<file path="config.mk">
export PLATFORM = sky130hd
export DESIGN_NAME = tllh_front
export DESIGN_NICKNAME = d
export VERILOG_FILES = /design/src/rtl/tllh_pkg.sv /design/src/rtl/tllh_front.sv
export SDC_FILE = /design/constraint.sdc
export NUM_CORES = 1
export LEC_CHECK = 0
export CAP_MARGIN = 20
export CELL_PAD_IN_SITES_DETAIL_PLACEMENT = 0
export CELL_PAD_IN_SITES_GLOBAL_PLACEMENT = 1
export CORE_MARGIN = 3
export CORE_UTILIZATION = 60
export CTS_BUF_LIST = sky130_fd_sc_hd__clkbuf_4
export CTS_CLUSTER_DIAMETER = 50
export DETAILED_ROUTE_END_ITERATION = 12
export DONT_BUFFER_PORTS = 1
export PLACE_DENSITY = 0.95
export SLEW_MARGIN = 20
export SYNTH_ARGS = -nofsm -noshare
export SYNTH_HDL_FRONTEND = slang
export SYNTH_SLANG_ARGS = --single-unit
</file>
<file path="constraint.sdc">
create_clock -name clk_i -period 12.32 [get_ports clk_i]
set_input_delay 1.232 -clock clk_i [delete_from_list [all_inputs] [get_ports clk_i]]
set_output_delay 1.232 -clock clk_i [all_outputs]
set_load 0.02 [all_outputs]
</file>
<file path="src/rtl/tllh_pkg.sv">
`timescale 1ns / 1ps
`default_nettype none
// ----------------------------------------------------------------------------
// tllh_pkg
// Shared types and constants of the tagged latency log2 histogram.
// ----------------------------------------------------------------------------
package tllh_pkg;

  localparam int unsigned TRACK_ENTRIES_DEF = 1024;
  localparam int unsigned HIST_BINS_DEF     = 27;

  localparam logic [63:0] US_DIV = 64'd1000;
  localparam logic [63:0] MS_DIV = 64'd1000000;

  localparam logic CFG_FILTER = 1'b0;
  localparam logic CFG_UNIT   = 1'b1;

  typedef enum logic [1:0] {
    K_START,
    K_FINISH,
    K_READ,
    K_DROP
  } kind_e;

  typedef enum logic [2:0] {
    ST_STORED,
    ST_FULL,
    ST_FILT,
    ST_NOSTART,
    ST_NEG,
    ST_COUNT,
    ST_READ
  } status_e;

  typedef struct packed {
    kind_e       kind;
    logic [63:0] tag;
    logic [63:0] time_ns;
    logic [4:0]  idx;
  } cmd_t;

  typedef struct packed {
    status_e     status;
    logic [4:0]  bin;
    logic [31:0] count;
  } res_t;

endpackage
`default_nettype wire

</file>
<file path="src/rtl/tllh_front.sv">
`timescale 1ns / 1ps
`default_nettype none
// ----------------------------------------------------------------------------
// tllh_front
// Accept events, classify them and hold them in a two-entry queue.
// ----------------------------------------------------------------------------
module tllh_front #(
  parameter int unsigned HIST_BINS = tllh_pkg::HIST_BINS_DEF
) (
  input  wire logic          clk_i,
  input  wire logic          rst_ni,
  input  wire logic          push_i,
  output logic               full_o,
  input  wire logic [1:0]    op_i,
  input  wire logic [63:0]   tag_i,
  input  wire logic [63:0]   time_ns_i,
  input  wire logic          in_group_i,
  input  wire logic [4:0]    bin_index_i,
  input  wire logic          filter_i,
  input  wire logic          clearing_i,
  output tllh_pkg::cmd_t     cmd_o,
  output logic               cmd_valid_o,
  input  wire logic          cmd_pop_i
);
  import tllh_pkg::*;

  cmd_t       cls;
  cmd_t       slot_q [2];
  logic       wp_q, rp_q;
  logic [1:0] cnt_q;
  logic       do_push, do_pop;

  always_comb begin
    cls.tag     = tag_i;
    cls.time_ns = time_ns_i;
    cls.idx     = bin_index_i;
    if ({2'b00, bin_index_i} >= 7'(HIST_BINS)) begin
      cls.idx = 5'(HIST_BINS - 1);
    end
    if (op_i == K_READ) begin
      cls.kind = K_READ;
    end else if (op_i == K_DROP || (filter_i && !in_group_i)) begin
      cls.kind = K_DROP;
    end else if (op_i == K_START) begin
      cls.kind = K_START;
    end else begin
      cls.kind = K_FINISH;
    end
  end

  assign full_o      = (cnt_q == 2'd2) || clearing_i;
  assign do_push     = push_i && !full_o;
  assign do_pop      = cmd_pop_i && cmd_valid_o;
  assign cmd_valid_o = (cnt_q != 2'd0);
  assign cmd_o       = slot_q[rp_q];

  always_ff @(posedge clk_i) begin
    if (do_push) begin
      slot_q[wp_q] <= cls;
    end
  end

  always_ff @(posedge clk_i or negedge rst_ni) begin
    if (!rst_ni) begin
      wp_q  <= 1'b0;
      rp_q  <= 1'b0;
      cnt_q <= 2'd0;
    end else begin
      if (do_push) wp_q <= ~wp_q;
      if (do_pop)  rp_q <= ~rp_q;
      cnt_q <= cnt_q + {1'b0, do_push} - {1'b0, do_pop};
    end
  end

endmodule
`default_nettype wire

</file>
[Yosys cells after proc, flatten, opt, wreduce, memory -nomap -nowiden]
Memories as Yosys holds them, arrays and structs flattened.
Index checks and enable logic that the tools add are counted.
Operators by class
  $add $sub $neg: 2
  magnitude comparators: 1
  equality and inequality tests: 3
  multiplexer cells: 6
  bitwise gates (word level): 2
  reduce and logical (&&, ||, !) cells: 9
Operators by type and width (count)
  == test 2 bit (second input constant): 3
  greater-or-equal comparator 5 bit (second input constant): 1
  two-way mux 5 bit: 1
  two-way mux 2 bit: 2
  logical AND 1 bit: 3
  two-way mux 1 bit: 3
  adder 2 x 1 -> 2 bit: 1
  zero test 1 bit: 2
  zero test 2 bit: 1
  logical OR 1 bit: 2
  NOT 1 bit: 2
  nonzero test 2 bit: 1
  subtractor 2 x 1 -> 2 bit: 1
Word-level totals
  bits in registers: 4
  memory bits (writable): 270
  input port bits: 142
  memories: 1
Memory list
  slot_q: words 2, width 135, rd ports 1, clocked after memory_dff 0, write ports 1, line tllh_front.sv:28  | cmd_t slot_q [2];

[Depth between registers and ports, before layout]
Gate-level depths: netlist of run 1.
  depth in word-level cells: 6
  gate-level depth with buffers: 7
  depth with buffers taken out: 7

[Worst setup path before layout of run 1]
Ideal clock, no wire load.
  path kind: input port to flip-flop
  start point: in clearing_i
  end point: mem slot_q[0][0] (netlist bit) (enable)
  arrival time: 7.088 ns
  data required time: 11.688 ns
  path slack: 4.600 ns
  cell stages on the path: 2
  path buffers: 0
  cells stage by stage: nand3b_1 nor2_1
On the way
  longest elaborated chain between the ends: 5
RTL lines
  from (decl): line tllh_front.sv:20  | input wire logic clearing_i,
  logical OR 1 bit: line tllh_front.sv:51  | assign full_o = (cnt_q == 2'd2) || clearing_i;
  zero test 1 bit: line tllh_front.sv:52  | assign do_push = push_i && !full_o;
  logical AND 1 bit: line tllh_front.sv:52
  two-way mux 1 bit: line tllh_front.sv:58  | if (do_push) begin
  two-way mux 1 bit (implied by the code): line tllh_front.sv:59  | slot_q[wp_q] <= cls;
  to (decl): line tllh_front.sv:28
No other way between the ends.

==> flow_metrics.env, run 1 <==
export IMPL_critPathKind="reg -> out"
export IMPL_critical_path_endpoint_type="output port"
export IMPL_dieArea_um2=18520
export IMPL_cp_max_fo=47
export IMPL_arrival_ns=2.68
export IMPL_p_leak_nw=3.805
export IMPL_dr_total_vias=4316
export IMPL_viasPerCell=5.612
export IMPL_cp_start_kind="flop"
export IMPL_drive_gt1_share_pct=44.46
export IMPL_grt_max_degree=78
export IMPL_antenna_left=0
export IMPL_synth_mux_area_share_pct=16.45
export IMPL_r2r_setup_slack_ns=10.07
export IMPL_wire_per_inst_um=23.45
export IMPL_finalWirelength_um=18040
export IMPL_die_h_um=136.1
export IMPL_syn_num_nets=592
export IMPL_design_area_um2=11210
export IMPL_peakVddDrop_uv=165.9
export IMPL_slowest_stage="dfrtp_4"
export IMPL_syn2layout_area_growth_pct=10.39
export IMPL_ys_seq_elements=274
export IMPL_cts_tree="yes"
export IMPL_relSlewSlack_pct=32.05
export IMPL_rows=46
export IMPL_port_buffers=0
export IMPL_worstPathRequired_ns=11.09
export IMPL_cts_resized=0
export IMPL_synth_top_family_by_area="multiplexers"
export IMPL_clock_sinks=274
export IMPL_yosysSeqAreaShare_pct=80.82
export IMPL_grt_first_pass_wirelength_um=26050
export IMPL_ys_types=20
export IMPL_fp_dieW_um=136.1
export IMPL_place_area_um2=10370
export IMPL_cts_max_level=3
export IMPL_ios=279
export IMPL_crit_path_max_incr_delay_ns=0.82
export IMPL_finalSetupViolations=0
export IMPL_fin_crit_ns=3.913
export IMPL_tns_ns=0
export IMPL_max_freq_ghz=0.2555
export IMPL_maxCapViolations=0
export IMPL_min_period_over_period_pct=31.77
export IMPL_core_um2=16230
export IMPL_finalHoldViolCount=0
export IMPL_clk_pin_slew_ns=0.07
export IMPL_status="finished, final reports clean"
export IMPL_root_buffer="clkbuf_4"
export IMPL_cts_buffers=66
export IMPL_yosys_area_share_xor_xnor_pct=0.3450
export IMPL_slew_violations=0
export IMPL_overflow=0
export IMPL_place_congestion=0.7487
export IMPL_ys_warn_count=0
export IMPL_path_cells="buf_4, mux2_2"
export IMPL_r2r_worst_path_cells=4
export IMPL_syn_area_um2=10160
export IMPL_r2r_start="cnt_q[1]$_DFF_PN0_"
export IMPL_total_power_w=0.002604
export IMPL_r2r_end="slot_q[0][89]$_DFFE_PP_"
export IMPL_grt_pass1_vias=4741
export IMPL_fin_skew_ns=0.02365
export IMPL_tightest_slew_ns=1.019
export IMPL_syn_instance_count=448
export IMPL_synth_compound_area_share_pct=0.3080
export IMPL_cts_setup_buffers=0
export IMPL_initial_core_util_pct=62.57
export IMPL_antenna_found_initial=2
export IMPL_powerDensity_nw_per_um2=232.3
export IMPL_ctsHoldBuffers=0
export IMPL_syn_avg_cell_area_um2=22.67
export IMPL_hpwl_um=12220
export IMPL_cts_buffer_depth=3
export IMPL_firstDrtPassIters=4
export IMPL_synth_fa_ha_area_share_pct=0.2464
export IMPL_clk_insertion_delay_late_ns=0.63
export IMPL_hp_class="in -> async"
export IMPL_nets=649
export IMPL_grt_usage_pct=19.14
export IMPL_rsz0062_at_grt="false"
export IMPL_synth_simple_area_share_pct=0.5790
export IMPL_drc=0
export IMPL_drt_iter0_markers=294
-- placed cells by master, fill, tap and decap left out --
master and n:
buf_4 6, inv_2 1, xor2_1 1, dfrtp_1 3, mux2_4 40, clkinv_1 15
ha_1 2, clkinvlp_4 1, xnor2_1 3, edfxtp_1 270, o211ai_1 1, mux2_2 95
o21bai_1 1, and2_1 2, or2_2 1, nand2b_1 4, nor2_4 2, a31o_2 1
dfrtp_4 1, a21boi_0 1, clkbuf_4 93, clkinv_2 2, bufinv_16 2, inv_1 2
diode_2 2, nand3b_1 1
-- routing by layer --
layer | global-route usage (%) | routed length [µm] | part of all wire [%]
met1 | 19.14 | 5929 | 33
met4 | 9.854 | 453 | 2.5
met5 | 0 | 0 | 0
met3 | 10.14 | 2207 | 12
met2 | 32.28 | 9446 | 52
-- registers in the layout, indices dropped and copies added, names as in the netlist --
name and count:
wp_q 1, slot_q 270, rp_q 1, cnt_q 2
-- worst max-delay path by stage --
stage	start	endpoint	slack, ns	depth (start not counted)
floorplan	clearing_i	slot_q[0][0]$_DFFE_PP_	4.60	2
finish	rp_q$_DFFE_PN0P_	cmd_o[12]	8.41	2
global route	rp_q$_DFFE_PN0P_	cmd_o[31]	8.24	2
global placement	rp_q$_DFFE_PN0P_	cmd_o[13]	9.08	2
detailed placement	rp_q$_DFFE_PN0P_	cmd_o[4]	9.03	2
CTS	rp_q$_DFFE_PN0P_	cmd_o[0]	8.33	2
-- cell usage after synthesis, drive strengths merged --
master | n | share of area, %
a21boi | 1 | 0.074
buf | 15 | 1.1
and2 | 2 | 0.12
dfrtp | 4 | 0.99
a31o | 1 | 0.086
xor2 | 1 | 0.086
nand2b | 4 | 0.25
or2 | 1 | 0.062
clkbuf | 2 | 0.074
ha | 2 | 0.25
xnor2 | 3 | 0.26
inv | 2 | 0.074
nor2 | 2 | 0.074
mux2 | 135 | 16
edfxtp | 270 | 80
o211ai | 1 | 0.074
o21bai | 1 | 0.074
nand3b | 1 | 0.074
-- worst max-delay path: cells and delay by family (launching register included) --
| family | cells | cell delay (ns) |
|---|---|---|
| flops | 1 | 0.82 |
| mux | 1 | 0.48 |
| buf+inv | 1 | 0.69 |
-- per-stage QoR --
step           worst slack [ns]  cells  utilization (%)  hold slack, ns
6_report                  8.407    769            69.07          0.2967
5_1_grt                   8.238    769            69.07          0.2279
4_1_cts                   8.327    767            69.04          0.2258
3_5_place_dp              9.028    653            63.89          0.4942
3_3_place_gp              9.076    653            63.89          0.4810
2_1_floorplan             4.600    448                -          0.4604
-- final cells by class --
class,instances,area (µm²)
fillers,1011,5020
diodes,2,5.005
well taps,216,270.3
repair buffers,6,45.04
clock buffers,93,698.2
inverters,2,7.507
clock inverters,21,137.6
flip-flops and latches,274,8212
multi-input cells,155,1836
-- cells by family after synthesis --
logic type / after synthesis
and+or+nand+nor: 10
buffers and inverters: 19
muxes: 135
DFF: 274
adders and majority gates: 2
xor gates and xnor gates: 4
AOI/OAI and AO/OA: 4
-- report_power, final --
part           internal, W  switching (W)  total [W]
Sequential         0.00116      0.0000581    0.00122
Clock             0.000391       0.000322   0.000713
Combinational     0.000244       0.000428   0.000671
Total              0.00180       0.000808    0.00260
(Power assumes the default switching activity.)
==> run 2, diff against run 1 <==
--- a/config.mk
+++ b/config.mk
@@ -9,12 +9,12 @@
 export CELL_PAD_IN_SITES_DETAIL_PLACEMENT = 0
 export CELL_PAD_IN_SITES_GLOBAL_PLACEMENT = 1
 export CORE_MARGIN = 3
-export CORE_UTILIZATION = 60
+export CORE_UTILIZATION = 55
 export CTS_BUF_LIST = sky130_fd_sc_hd__clkbuf_4
 export CTS_CLUSTER_DIAMETER = 50
 export DETAILED_ROUTE_END_ITERATION = 12
 export DONT_BUFFER_PORTS = 1
-export PLACE_DENSITY = 0.95
+export PLACE_DENSITY = 0.93
 export SLEW_MARGIN = 20
 export SYNTH_ARGS = -nofsm -noshare
 export SYNTH_HDL_FRONTEND = slang
==> constraint.sdc (replaced) <==
create_clock -name clk_i -period 3.7 [get_ports clk_i]
set_input_delay 0.37 -clock clk_i [delete_from_list [all_inputs] [get_ports clk_i]]
set_output_delay 0.37 -clock clk_i [all_outputs]
set_load 0.02 [all_outputs]
==> run 2 against run 1 <==
  * Wire length is 17% higher
  * Utilization rose by 0.95 points
  * Clock-buffer cell count decreased by 1
  * Worst setup slack got worse by 7.4 ns
  * Non-clock buffer count is 140 higher
  * Via count increased by 17%
  * Flip-flop and latch count stayed put
==> flow_metrics.env, run 2 (synthesis gave the netlist of run 1 again) <==
export IMPL_status="finished, final reports clean"
export IMPL_antenna_left=0
export IMPL_dieArea_um2=20130
export IMPL_antenna_found_initial=1
export IMPL_internal_power_w=0.006023
export IMPL_tightest_slew_ns=0.7678
export IMPL_critical_path_endpoint_type="output port"
export IMPL_max_freq_ghz=0.3683
export IMPL_p_clk_share_pct=26.5
export IMPL_grt_max_degree=136
export IMPL_design_area_um2=12620
export IMPL_r2r_start="cnt_q[0]$_DFF_PN0_"
export IMPL_slew_violations=0
export IMPL_drive_gt1_share_pct=35.95
export IMPL_multi_input_area_um2=1836
export IMPL_port_buffers=0
export IMPL_finalWirelength_um=21160
export IMPL_dp_cells=667
export IMPL_fp_dieW_um=141.9
export IMPL_grt_first_pass_wirelength_um=31110
export IMPL_cp_max_fo=56
export IMPL_place_area_um2=10430
export IMPL_largest_register="slot_q"
export IMPL_die_h_um=141.9
export IMPL_core_um2=18020
export IMPL_dr_total_vias=5067
export IMPL_cts_buffers=67
export IMPL_finalSetupViolations=0
export IMPL_largest_register_ff_count=270
export IMPL_cp_start_kind="flop"
export IMPL_rows=49
export IMPL_root_buffer="clkbuf_4"
export IMPL_final_cell_mix="270 x edfxtp_1, 139 x dlygate4sd3_1, 95 x mux2_2"
export IMPL_syn2layout_area_growth_pct=24.28
export IMPL_finalHoldViolCount=0
export IMPL_critPathKind="reg -> out"
export IMPL_p_comb_share_pct=27.7
export IMPL_viasPerCell=5.514
export IMPL_hpwl_um=11850
export IMPL_initial_core_util_pct=56.34
export IMPL_peakVddDrop_uv=510.0
export IMPL_maxCapViolations=0
export IMPL_final_common_cell="edfxtp_1"
export IMPL_clk_pin_slew_ns=0.06
export IMPL_powerDensity_nw_per_um2=703.3
export IMPL_p_sw_w=0.002854
export IMPL_cts_resized=0
export IMPL_ios=279
export IMPL_cts_tree="yes"
export IMPL_drt_iter0_markers=272
export IMPL_grt_usage_pct=20.45
export IMPL_ctsHoldBuffers=139
export IMPL_rsz0062_at_grt="false"
export IMPL_cts_setup_buffers=0
export IMPL_wire_per_inst_um=23.02
export IMPL_hp_class="in -> reg"
export IMPL_nets=790
export IMPL_fin_skew_ns=0.05443
export IMPL_seq_power_share_pct=45.8
export IMPL_relSlewSlack_pct=48.81
export IMPL_nFillCells=1052
export IMPL_worstPathRequired_ns=3.33
export IMPL_overflow=0
export IMPL_clock_sinks=274
export IMPL_place_congestion=0.7208
export IMPL_cp_startpoint="rp_q$_DFFE_PN0P_"
export IMPL_finalNonFillerCells=919
export IMPL_top_regs="slot_q: 270 flops, cnt_q: 2 flops"
export IMPL_firstDrtPassIters=4
export IMPL_min_period_over_period_pct=73.37
export IMPL_final_seq_area_um2=8212
export IMPL_p_leak_nw=4.386
export IMPL_arrival_ns=2.34
export IMPL_clk_insertion_delay_late_ns=0.64
export IMPL_grt_pass1_vias=5664
export IMPL_swShare_pct=32.15
export IMPL_cts_max_level=3
export IMPL_min_from="bin_index_i[2]"
export IMPL_cts_buffer_depth=3
export IMPL_drc=0
export IMPL_fin_crit_ns=2.715
==> run 2: changes by cell type in the layout (fill, tap and decap cells not counted), sizes merged <==
cell / previous run / this run
clkinv: 17 / 13
inv: 3 / 5
diode: 2 / 3
buf: 6 / 7
clkbuf: 93 / 92
bufinv: 2 / 1
dlygate4sd3: 0 / 139
==> run 2: worst max-delay path, stage by stage (launching register included) <==
cell and delay (ns):
dfrtp_4 0.79, buf_12 0.37, mux2_2 0.46
==> run 2: final cells by class <==
cell class                 instances  share of cell area [%]
antenna                            3                 0.05948
clock buffer                      92                   5.472
clock inverter                    18                  0.8029
inverter                           2                 0.05948
multi-input combinational        155                   14.54
sequential                       274                   65.06
tap                              229                   2.270
timing repair buffer             146                   11.74
==> run 2: final timing paths <==
kind,end,slack [ns],depth (start not counted)
setup / recovery,cmd_o[5],0.99,2
hold / removal,slot_q[1][2]$_DFFE_PP_,0.09,1
setup reg to reg,slot_q[1][80]$_DFFE_PP_,1.46,4
hold reg to reg,cnt_q[1]$_DFF_PN0_,0.52,1
max in group asynchronous,rp_q$_DFFE_PN0P_,2.92,2
min in group asynchronous,cnt_q[0]$_DFF_PN0_,0.56,2
==> run 2: power groups by stage <==
stage | Combinational [W] | Sequential [W] | Clock, W
2_1_floorplan | 0.00211 | 0.00403 | 0
3_3_place_gp | 0.00228 | 0.00408 | 0
3_5_place_dp | 0.00231 | 0.00412 | 0
4_1_cts | 0.00246 | 0.00405 | 0.00240
5_1_grt | 0.00258 | 0.00409 | 0.00259
6_report | 0.00246 | 0.00406 | 0.00235
==> run 2: layer usage <==
| layer | part of all wire (%) | track usage, % | vias up | wire [µm] |
|---|---|---|---|---|
| li1 | - | - | 2214 | - |
| met1 | 37 | 23.90 | 2494 | 7794 |
| met2 | 50 | 33.37 | 316 | 10610 |
| met3 | 11 | 8.460 | 43 | 2249 |
| met4 | 2.4 | 8.990 | 0 | 504 |
| met5 | 0 | 0 | - | 0 |
==> run 2: stage by stage <==
step	hold WS (ns)	utilization [%]	TNS, ns	setup WS (ns)	power, W
2_1_floorplan	0.07441	-	-251.53	-0.9318	0.006146
3_5_place_dp	0.07465	57.87	0	1.564	0.006425
4_1_cts	0.008387	69.98	0	0.9190	0.008909
5_1_grt	0.02482	70.01	0	0.8643	0.009262
3_3_place_gp	0.07465	57.87	0	1.624	0.006359
6_report	0.08795	70.03	0	0.9852	0.008877
==> run 3, diff against run 2 <==
--- a/config.mk
+++ b/config.mk
@@ -5,16 +5,17 @@
 export SDC_FILE = /design/constraint.sdc
 export NUM_CORES = 1
 export LEC_CHECK = 0
+export ABC_AREA = 1
 export CAP_MARGIN = 20
 export CELL_PAD_IN_SITES_DETAIL_PLACEMENT = 0
 export CELL_PAD_IN_SITES_GLOBAL_PLACEMENT = 1
 export CORE_MARGIN = 3
-export CORE_UTILIZATION = 55
+export CORE_UTILIZATION = 47
 export CTS_BUF_LIST = sky130_fd_sc_hd__clkbuf_4
 export CTS_CLUSTER_DIAMETER = 50
 export DETAILED_ROUTE_END_ITERATION = 12
 export DONT_BUFFER_PORTS = 1
-export PLACE_DENSITY = 0.93
+export PLACE_DENSITY = 0.9
 export SLEW_MARGIN = 20
 export SYNTH_ARGS = -nofsm -noshare
 export SYNTH_HDL_FRONTEND = slang
==> constraint.sdc (replaced) <==
create_clock -name clk_i -period 2.4 [get_ports clk_i]
set_input_delay 0.24 -clock clk_i [delete_from_list [all_inputs] [get_ports clk_i]]
set_output_delay 0.24 -clock clk_i [all_outputs]
set_load 0.02 [all_outputs]
==> run 3 against run 2 <==
  * Flip-flop and latch count did not move
  * Combinational power rose by 74%
  * Critical path depth rose by 2
  * Critical path type unchanged
  * Largest cell class unchanged
==> flow_metrics.env, run 3 <==
export IMPL_status="finished, final reports clean"
export IMPL_internal_power_w=0.009028
export IMPL_dp_cells=1003
export IMPL_largest_register_ff_count=270
export IMPL_p_sw_w=0.005295
export IMPL_dieArea_um2=23240
export IMPL_die_h_um=152.5
export IMPL_p_leak_nw=5.073
export IMPL_grt_first_pass_wirelength_um=34440
export IMPL_syn2layout_area_growth_pct=27.32
export IMPL_syn_area_um2=10080
export IMPL_synth_edf_count=270
export IMPL_yosysSeqAreaShare_pct=81.42
export IMPL_path_cells="inv_4, buf_12, nand2_1, nand2_1"
export IMPL_timing_critical_path_mode_cell="nand2_1"
export IMPL_cts_buffers=69
export IMPL_cts_setup_buffers=0
export IMPL_fin_skew_ns=0.05269
export IMPL_clk_insertion_delay_late_ns=0.65
export IMPL_port_buffers=0
export IMPL_crit_family="flip-flops"
export IMPL_fp_dieW_um=152.5
export IMPL_finalSetupViolations=0
export IMPL_clock_sinks=274
export IMPL_tightest_slew_ns=0.4735
export IMPL_wire_per_inst_um=17.26
export IMPL_maxCapViolations=0
export IMPL_p_clk_share_pct=27.7
export IMPL_powerDensity_nw_per_um2=1116
export IMPL_place_ws_ns=0.8037
export IMPL_min_period_over_period_pct=92.29
export IMPL_dr_total_vias=6225
export IMPL_drive_gt1_share_pct=12.58
export IMPL_cts_resized=0
export IMPL_finalWirelength_um=21870
export IMPL_design_area_um2=12830
export IMPL_drc=0
export IMPL_ios=279
export IMPL_ys_warn_count=0
export IMPL_cp_start_kind="flop"
export IMPL_place_area_um2=10470
export IMPL_cts_buffer_depth=3
export IMPL_cts_tree="yes"
export IMPL_drt_iter0_markers=360
export IMPL_utilization_pct=62.23
export IMPL_grt_max_degree=92
export IMPL_r2r_setup_slack_ns=0.43
export IMPL_antenna_found_initial=2
export IMPL_min_path_cells=6
export IMPL_crit_path_max_incr_delay_ns=0.51
export IMPL_layout_setup_ws_ns=0.1851
export IMPL_clk_pin_slew_ns=0.06
export IMPL_core_um2=20620
export IMPL_critical_path_endpoint_type="output port"
export IMPL_place_congestion=0.8040
export IMPL_firstDrtPassIters=5
export IMPL_peakVddDrop_uv=731.6
export IMPL_finalHoldViolCount=0
export IMPL_slew_violations=0
export IMPL_grt_usage_pct=18.62
export IMPL_largest_register="slot_q"
export IMPL_initial_core_util_pct=48.88
export IMPL_synth_top_area_cell="edfxtp_1"
export IMPL_netlist_top_cells_count="423 x nand2_1, 270 x edfxtp_1, 14 x buf_2"
export IMPL_finalNonFillerCells=1267
export IMPL_p_comb_share_pct=29.8
export IMPL_ys_seq_elements=274
export IMPL_r2r_worst_path_cells=6
export IMPL_max_freq_ghz=0.4515
export IMPL_ys_flop_type="edfxtp_1"
export IMPL_syn_avg_cell_area_um2=13.39
export IMPL_grt_pass1_vias=6590
export IMPL_met2_usage_pct=32.98
export IMPL_arrival_ns=1.97
export IMPL_viasPerCell=4.913
export IMPL_nets=1094
export IMPL_async_reset_ff_share_pct=1.460
export IMPL_swShare_pct=36.97
export IMPL_synth_most_common_cell="nand2_1"
export IMPL_fin_crit_ns=2.215
export IMPL_cp_num_cells=4
export IMPL_relSlewSlack_pct=68.43
export IMPL_tns_ns=0
export IMPL_hp_class="in -> reg"
export IMPL_seq_power_share_pct=42.5
export IMPL_root_buffer="clkbuf_4"
export IMPL_cp_num_buf_inv=2
export IMPL_overflow=0
export IMPL_rows=52
export IMPL_hpwl_um=12720
export IMPL_rsz0062_at_grt="false"
export IMPL_met1_usage_pct=19.93
export IMPL_critPathKind="reg -> out"
export IMPL_cp_max_fo=38
export IMPL_slowest_stage="dfrtp_4"
export IMPL_syn_instance_count=753
export IMPL_grt_busiest_layer="met2"
export IMPL_netlist_area_leader_share_pct=80.43
export IMPL_ys_types=15
export IMPL_worstPathRequired_ns=2.16
export IMPL_cts_max_level=3
export IMPL_top_regs="slot_q: 270 flops, cnt_q: 2 flops"
export IMPL_syn_num_nets=897
export IMPL_yosys_top_cells_area="edfxtp_1 80%, nand2_1 16%, dfrtp_1 0.99%, buf_2 0.70%, inv_1 0.48%"
export IMPL_final_cell_mix="422 x nand2_1, 270 x edfxtp_1, 146 x dlygate4sd3_1"
export IMPL_antenna_left=0
export IMPL_grtUsageMet3_pct=7.697
export IMPL_final_common_cell="nand2_1"
==> run 3: cell count changes after synthesis, moves of 4 or more <==
cell / before / now
buf_2: 9 / 14
nand2_1: 0 / 423
nand2b_1: 4 / 0
mux2_4: 40 / 0
buf_4: 0 / 6
clkbuf_1: 2 / 11
inv_1: 2 / 13
buf_6: 6 / 0
mux2_2: 95 / 0
==> run 3: power groups by stage <==
stage / registers [W] / clock network (W) / logic, W
finish: 0.00609 / 0.00396 / 0.00427
global route: 0.00613 / 0.00440 / 0.00467
CTS: 0.00609 / 0.00406 / 0.00432
detailed placement: 0.00619 / 0 / 0.00407
global placement: 0.00617 / 0 / 0.00402
floorplan: 0.00618 / 0 / 0.00325
==> run 3: worst paths after layout <==
path                                          from            endpoint
worst max-delay path              rp_q$_DFFE_PN0P_           cmd_o[62]
worst min-delay path                    clearing_i  cnt_q[1]$_DFF_PN0_
worst max register to register  cnt_q[1]$_DFF_PN0_    wp_q$_DFFE_PN0P_
worst min register to register  cnt_q[0]$_DFF_PN0_  cnt_q[0]$_DFF_PN0_
max in group asynchronous                   rst_ni  cnt_q[1]$_DFF_PN0_
min in group asynchronous                   rst_ni    rp_q$_DFFE_PN0P_
==> run 3: layout make-up <==
class / instances / area, µm²
antenna: 3 / 7.507
clock inverter: 16 / 152.6
inverter: 14 / 58.81
tap: 270 / 337.8
clock buffer: 99 / 743.2
sequential: 274 / 8212
multi-input combinational: 434 / 1679
timing repair buffer: 157 / 1644
fill: 1507 / 7790
==> run 3: what timing repair did <==
action,in CTS,in global routing
hold buffers,146,0
endpoints found under the setup margin,0,0
hold endpoints to repair,276,0
==> run 3: stage by stage <==
step,power (W),hold WS (ns)
2_1_floorplan,0.009430,-0.05559
3_3_place_gp,0.01019,-0.05528
3_5_place_dp,0.01026,-0.05530
4_1_cts,0.01447,0.1550
5_1_grt,0.01520,0.1731
6_report,0.01432,0.2355
==> run 3: metal layers <==
| metal | vias up | part of all wire, % |
|---|---|---|
| met5 | - | 0 |
| met4 | 0 | 2.2 |
| met3 | 46 | 8.9 |
| met2 | 291 | 53 |
| met1 | 2918 | 36 |
| li1 | 2970 | - |
==> run 3: worst min-delay path, delay by kind of cell <==
kind	cells	cell delay (ns)
buf+inv	1	0.05
fa+ha+maj	1	0.17
simple gates	4	0.32
==> run 3: cell families (layout without fill, tap and decap cells) <==
group	count (synthesis)	in the layout	share of synthesized area [%]
AO/OA/AOI/OAI	3	3	0.2235
AND/OR/NAND/NOR	429	429	16.04
buffers and inverters	45	286	2.073
adder cells (fa/ha/maj)	2	2	0.2482
flip-flops	274	274	81.42
other	0	3	0
